[src/c2s_pkg.sv]
package c2s_pkg;
    localparam int COORD_BITS   = 24;
    localparam int ANGLE_BITS   = 16;
    localparam int STEPS        = 30;
    localparam int PRESCALE     = 58 - COORD_BITS;
    localparam int CW           = 64;
    localparam int ACC_W        = 33;
    localparam int SUM_W        = 2 * COORD_BITS + 2;
    localparam int ROOT_W       = COORD_BITS + 1;
    localparam logic [30:0] GAIN_Q30 = 31'd1768195363;

    typedef logic signed [CW-1:0]    cw_t;
    typedef logic signed [ACC_W-1:0] acc_t;

    function automatic acc_t atan_tab(input int i);
        logic [31:0] v;
        case (i)
            0: v = 32'h20000000;  1: v = 32'h12E4051E;  2: v = 32'h09FB385B;
            3: v = 32'h051111D4;  4: v = 32'h028B0D43;  5: v = 32'h0145D7E1;
            6: v = 32'h00A2F61E;  7: v = 32'h00517C55;  8: v = 32'h0028BE53;
            9: v = 32'h00145F2F; 10: v = 32'h000A2F98; 11: v = 32'h000517CC;
            12: v = 32'h00028BE6; 13: v = 32'h000145F3; 14: v = 32'h0000A2FA;
            15: v = 32'h0000517D; 16: v = 32'h000028BE; 17: v = 32'h0000145F;
            18: v = 32'h00000A30; 19: v = 32'h00000518; 20: v = 32'h0000028C;
            21: v = 32'h00000146; 22: v = 32'h000000A3; 23: v = 32'h00000051;
            24: v = 32'h00000029; 25: v = 32'h00000014; 26: v = 32'h0000000A;
            27: v = 32'h00000005; 28: v = 32'h00000003; 29: v = 32'h00000001;
            default: v = 32'h0;
        endcase
        return acc_t'({1'b0, v});
    endfunction

    // One CORDIC vectoring step toward y = 0.
    typedef struct packed {
        cw_t  x;
        cw_t  y;
        acc_t acc;
    } vec_t;

    function automatic vec_t cordic_step(input vec_t v, input int i);
        vec_t r;
        cw_t  dx;
        cw_t  dy;
        dx = v.y >>> i;
        dy = v.x >>> i;
        r  = v;
        if (!v.y[CW-1]) begin
            r.x = v.x + dx; r.y = v.y - dy; r.acc = v.acc + atan_tab(i);
        end else begin
            r.x = v.x - dx; r.y = v.y + dy; r.acc = v.acc - atan_tab(i);
        end
        return r;
    endfunction

    function automatic logic signed [ANGLE_BITS+1:0] to_angle(input acc_t a);
        acc_t t;
        t = (a + (acc_t'(1) <<< (31 - ANGLE_BITS))) >>> (32 - ANGLE_BITS);
        return t[ANGLE_BITS+1:0];
    endfunction
endpackage

[src/c2s_sqrt.sv]
// Pipelined restoring square root, one result bit per stage, then round.
module c2s_sqrt (
    input  logic                           aclk,
    input  logic                           adv,
    input  logic [c2s_pkg::SUM_W-1:0]      sum_in,
    output logic [c2s_pkg::ROOT_W-1:0]     root_out
);
    import c2s_pkg::*;
    localparam int NS = ROOT_W;
    localparam int RW = SUM_W + 2;

    logic [SUM_W-1:0]  val_reg  [NS+1];
    logic [RW-1:0]     rem_reg  [NS+1];
    logic [ROOT_W-1:0] root_reg [NS+1];

    assign val_reg[0]  = sum_in;
    assign rem_reg[0]  = '0;
    assign root_reg[0] = '0;

    for (genvar k = 0; k < NS; k++) begin : g_st
        logic [RW-1:0]     rem_next;
        logic [ROOT_W-1:0] root_next;
        logic [RW-1:0]     shifted;
        logic [RW-1:0]     trial;
        always_comb begin
            shifted = {rem_reg[k][RW-3:0], val_reg[k][SUM_W-1 -: 2]};
            trial   = RW'({root_reg[k], 2'b01});
            if (shifted >= trial) begin
                rem_next  = shifted - trial;
                root_next = {root_reg[k][ROOT_W-2:0], 1'b1};
            end else begin
                rem_next  = shifted;
                root_next = {root_reg[k][ROOT_W-2:0], 1'b0};
            end
        end
        logic [SUM_W-1:0]  v_reg;
        logic [RW-1:0]     r_reg;
        logic [ROOT_W-1:0] o_reg;
        always_ff @(posedge aclk) begin
            if (adv) begin
                v_reg <= val_reg[k] << 2;
                r_reg <= rem_next;
                o_reg <= root_next;
            end
        end
        assign val_reg[k+1]  = v_reg;
        assign rem_reg[k+1]  = r_reg;
        assign root_reg[k+1] = o_reg;
    end

    // remainder > root means s > r*r + r
    assign root_out = root_reg[NS] +
        ROOT_W'(rem_reg[NS] > RW'(root_reg[NS]));
endmodule

[config.mk]
export PLATFORM = sky130hd
export DESIGN_NAME = c2s_sqrt
export DESIGN_NICKNAME = d
export VERILOG_FILES = /design/src/c2s_pkg.sv /design/src/c2s_sqrt.sv
export SDC_FILE = /design/constraint.sdc
export NUM_CORES = 2
export LEC_CHECK = 0
export BUFFER_PORTS_ARGS = -buffer_cell sky130_fd_sc_hd__buf_2
export CELL_PAD_IN_SITES_DETAIL_PLACEMENT = 0
export CELL_PAD_IN_SITES_GLOBAL_PLACEMENT = 2
export CORE_ASPECT_RATIO = 2
export CORE_MARGIN = 10
export CORE_UTILIZATION = 30
export DETAILED_ROUTE_END_ITERATION = 8
export GPL_ROUTABILITY_DRIVEN = 0
export GPL_TIMING_DRIVEN = 0
export PLACE_DENSITY_LB_ADDON = 0.1
export SETUP_SLACK_MARGIN = 0.3
export SLEW_MARGIN = 20
export SYNTH_ARGS = -nofsm -noshare
export SYNTH_HDL_FRONTEND = slang
export SYNTH_SLANG_ARGS = --single-unit
[constraint.sdc]
create_clock -name aclk -period 9.45 [get_ports aclk]
set_clock_uncertainty 0.15 [all_clocks]
set_input_delay 1.4175 -clock aclk [delete_from_list [all_inputs] [get_ports aclk]]
set_output_delay 1.4175 -clock aclk [all_outputs]
set_load 0.03 [all_outputs]
=== Yosys cells after proc, flatten, opt, wreduce, memory -nomap -nowiden ===
Cells that the tools add are included.

* Word-level logic and storage cells: 177
* Register bits after elaboration: 2130
* Output and inout port bits: 25
* Input bits: 52

* $lt $le $gt $ge: 26
* Add/subtract/negate cells: 26
* Mux-type cells: 50

{| class="wikitable"
|+ Operators with widths
! cell !! number
|-
| 2-to-1 mux 50 bit || 23
|-
| greater-or-equal comparator 52 x 10 -> 1 bit || 1
|-
| greater-or-equal comparator 52 x 11 -> 1 bit || 1
|-
| greater-or-equal comparator 52 x 12 -> 1 bit || 1
|-
| greater-or-equal comparator 52 x 13 -> 1 bit || 1
|-
| greater-or-equal comparator 52 x 14 -> 1 bit || 1
|-
| greater-or-equal comparator 52 x 15 -> 1 bit || 1
|-
| greater-or-equal comparator 52 x 16 -> 1 bit || 1
|-
| greater-or-equal comparator 52 x 17 -> 1 bit || 1
|-
| greater-or-equal comparator 52 x 18 -> 1 bit || 1
|-
| greater-or-equal comparator 52 x 19 -> 1 bit || 1
|-
| greater-or-equal comparator 52 x 20 -> 1 bit || 1
|-
| greater-or-equal comparator 52 x 21 -> 1 bit || 1
|-
| greater-or-equal comparator 52 x 22 -> 1 bit || 1
|-
| greater-or-equal comparator 52 x 23 -> 1 bit || 1
|-
| greater-or-equal comparator 52 x 24 -> 1 bit || 1
|-
| greater-or-equal comparator 52 x 25 -> 1 bit || 1
|-
| greater-or-equal comparator 52 x 26 -> 1 bit || 1
|-
| greater-or-equal comparator 52 x 3 -> 1 bit || 1
|-
| greater-or-equal comparator 52 x 4 -> 1 bit || 1
|-
| greater-or-equal comparator 52 x 5 -> 1 bit || 1
|-
| greater-or-equal comparator 52 x 6 -> 1 bit || 1
|-
| greater-or-equal comparator 52 x 7 -> 1 bit || 1
|-
| greater-or-equal comparator 52 x 8 -> 1 bit || 1
|-
| other kinds (32) || 56
|}

=== Longest topological paths before layout ===
* Word-level depth: 2
* Depth in mapped cells: 17
* Depth with buffers taken out: 17

=== Least setup slack after synthesis ===
OpenSTA, ideal clock, no wires.

* Path type: register to output
* From: register g_st[24].o_reg[1]
* To: output root_out[19] in the netlist's numbering
* Arrival: 3.219 ns
* Cell stages (with the launch flop): 18
* Data required time: 7.883 ns
* Setup slack: 4.664 ns
* Buffers on the path: 1
* Cell sequence: edfxtp_1 inv_1 ha_1 nor2b_1 o21a_1 o21a_1 o21ai_0 o211ai_1 a21oi_1 o21ai_0 a211o_1 ha_1 nand3_1 nor2_1 and3_1 clkbuf_1 and3_1 xnor2_1

* Longest elaborated chain between the ends: 2

{| class="wikitable"
|+ Ends and longest elaborated chain
! item !! line !! source
|-
| from (decl) || c2s_sqrt.sv:38 || <nowiki>logic [ROOT_W-1:0] o_reg;</nowiki>
|-
| from (signal assigned) || c2s_sqrt.sv:43 || <nowiki>o_reg <= root_next;</nowiki>
|-
| greater-than comparator 52 x 25 -> 1 bit || c2s_sqrt.sv:53 || <nowiki>ROOT_W'(rem_reg[NS] > RW'(root_reg[NS]));</nowiki>
|-
| adder 25 x 1 -> 25 bit * || c2s_sqrt.sv:52 || <nowiki>assign root_out = root_reg[NS] +</nowiki>
|-
| to (decl) || c2s_sqrt.sv:6 || <nowiki>output logic [c2s_pkg::ROOT_W-1:0] root_out</nowiki>
|}

Every way passes the cells marked *; elsewhere a longest branch is shown, timed or not.

=== Worst setup path in the final report ===
* From: register g_st[24].o_reg[11]
* To: output root_out[24] in the netlist's numbering

Same word-level chain as after synthesis.

==> impl_metrics.csv <==
group,metric,value,unit
global_routing,grt_first_pass_wirelength,472.1,mm
clock_tree,cts_hold_buf,0,
clock_tree,post_cts_buffers,0,
clock_tree,clock_latency,0.95,ns
global_routing,grt_overflow,0,
worst_setup_path,cp-end-kind,"output pin",
floorplan,die_h,843.2,um
synth,synth_top_area_frac,0.6185,
sta,finalSetupViolCount,0,
floorplan,initial_core_util,0.3009,
layout,multi_input_area,36440,um^2
flow_run,drv_cap,0,
drt,routedWlPerCell,25.46,um
synth,synth_edf_count,2094,
synth,synth-seq-cells,2094,
sta,layout_setup_ws,2.227,ns
sta,hold_viol_final,0,
synth,syn-instance-count,8146,
power_and_ir_drop,power,25500,uW
clock_tree,root_buffer,"clkbuf_16",
sta,min_period,7.223,ns
layout,nNetsFinal,8909,
sta,rsz0062_at_grt,"no",
synth,ys_seq_area_frac,0.6185,
global_routing,grt_pass1_vias,69934,
sta,fmax,138.5,MHz
synth,synthArstFlopShare,0,
status,outcome,"finished, final reports clean",
layout,regArea,62880,um^2
sta,timing.final.crit_share,0.7643,
power_and_ir_drop,power.density,220.9,nW/um^2
synth,synth_cell_types,107,
layout,largest_reg_flops,1169,
global_routing,grt_usage,0.1797,
sta,finalSetupTns,0,ns
clock_tree,htreeDepth,4,
synth,synth_commonest_cells,"edfxtp_1, xor2_1, nor2_1",
global_routing,grt_max_degree,148,
sta,maxSlewViolCount,0,
sta,maxSlewHeadroom,0.09167,
clock_tree,cts-buffers-inserted,214,
worst_setup_path,start_kind,"flip-flop",
layout,final_core_util,0.3418,
floorplan,floorplan.rows,302,
floorplan,die-area,364000,um^2
min_path,whs_path_depth,0,
drt,ant_nets,0,
clock_tree,cts_tree,"yes",
worst_setup_path,criticalPathCategory,"flip-flop to output pin",
synth,synth.largest_area_cell,"edfxtp_1",
layout,nFillCells,33630,
layout,drive_gt1_frac,0.07490,
drt,wirelength,334.9,mm
global_routing,antenna_found_initial,20,
drt,drt_iter0_drc,2817,
worst_setup_path,crit_fanout,6,
min_path,hp-class,"flip-flop to flip-flop",
drt,firstDrtPassIters,7,
synth,yosys-top-cells-area,"edfxtp_1, xor2_1, ha_1",
power_and_ir_drop,peakVddDrop,162.6,uV
synth,syn-num-nets,8579,
worst_setup_path,arrival,5.66,ns
worst_setup_path,crit_required,7.88,ns
clock_tree,cts_resized,0,
clock_tree,clk_path_buf_depth,4,
synth,synthFlopType,"edfxtp_1",
floorplan,core,337800,um^2
place,dpl.hpwl,270.3,mm
synth,yosys_warnings,0,
drt,drc,0,
power_and_ir_drop,leakagePower,0.04131,uW
synth,syn_area,101700,um^2
drt,viasPerCell,4.917,
layout,areaGrowthSynthToFinish,13.58,%
worst_setup_path,ff2ff_path_depth,10,
clock_tree,clock-sinks,2094,
drt,vias,64668,
place,pre_cts_ws,2.798,ns
synth,syn_avg_cell_area,12.48,um^2
sta,tightestPinTransition,1.350,ns
synth,yosysMostFrequentCell,"edfxtp_1",
clock_tree,clk_pin_slew_worst_paths,0.06,ns
place,port_buffers,76,
floorplan,num_io_pins,77,
floorplan,fp.dieW,431.6,um
## per-stage QoR
stage | hold WS (ns) | cells | instance area, um^2
final | 0.2389 | 13152 | 115500
after floorplan | 0.2503 | 8146 | 101700
after detailed placement | 0.2545 | 12668 | 108400
after global routing | 0.2501 | 13147 | 115500
after CTS | 0.2353 | 13046 | 115200
after global placement | 0.2504 | 12630 | 107600
## power by group
part | internal, uW | switching, uW | total [uW]
Combinational | 1670 | 3020 | 4690
Sequential | 11500 | 811 | 12300
Clock | 4750 | 3750 | 8500
## worst max-delay path, stage by stage, from the launching register on
cell,delay [ns]
edfxtp_1,0.43
inv_1,0.08
ha_1,0.30
nand4_1,0.17
nor2_1,0.38
o21ai_0,0.15
o211ai_1,0.29
a21oi_1,0.13
o21ai_0,0.18
a211o_1,0.23
ha_1,0.30
ha_1,0.28
nand2_1,0.07
nor2_1,0.64
and3_1,0.50
nand3_1,0.22
xnor2_1,0.17
buf_2,0.22
## routing by layer
| layer | part of all wire | track usage | wire length [um] |
|---|---|---|---|
| met5 | 0 | 0 | 0 |
| met4 | 0.12 | 0.1808 | 39930 |
| met3 | 0.021 | 0.01854 | 7027 |
| met2 | 0.64 | 0.4096 | 215300 |
| met1 | 0.22 | 0.1007 | 72610 |
## worst paths after layout
kind	from	end	slack, ns
min reg2reg	g_st[6].v_reg[30]	g_st[7].v_reg[32]	0.24
min	g_st[6].v_reg[30]	g_st[7].v_reg[32]	0.24
max	g_st[24].o_reg[11]	root_out[24]	2.23
max reg2reg	g_st[20].v_reg[48]	g_st[21].r_reg[42]	3.35
## layout by cell type (no fill, tap or decap), types with 41 or more instances in the layout
master,instances
a21o_1,136
a21oi_1,374
and3_1,41
buf_2,116
clkbuf_1,165
clkbuf_16,218
clkinv_1,42
diode_2,106
edfxtp_1,2094
ha_1,381
inv_1,483
nand2_1,533
nand2b_1,99
nand3_1,154
nand4_1,91
nor2_1,557
nor2b_1,55
nor3_1,327
nor4_1,215
o21a_1,59
o21ai_0,344
or2_2,64
or3_1,151
or4_1,127
xnor2_1,459
xor2_1,567
## cells by family (layout without fill, tap and decap cells)
group,Yosys count,after routing,share of synthesized area
other,1,107,0.00003689
muxes,37,37,0.004061
adders and majority gates,381,381,0.04689
AOI/OAI and AO/OA,1300,1300,0.08044
buffers and inverters,664,1156,0.02526
DFF,2094,2094,0.6185
xor gates and xnor gates,1027,1027,0.08848
and+or+nand+nor,2642,2642,0.1363
## final cells by class
type / count / share of cell area
sequential: 2094 / 0.5446
multi-input combinational: 5388 / 0.3156
clock buffer: 259 / 0.04858
tap: 4408 / 0.04777
inverter: 489 / 0.01590
clock inverter: 119 / 0.009861
timing repair buffer: 114 / 0.009027
buffer: 175 / 0.006361
antenna: 106 / 0.002297
Power figures use the tool's default switching activity.
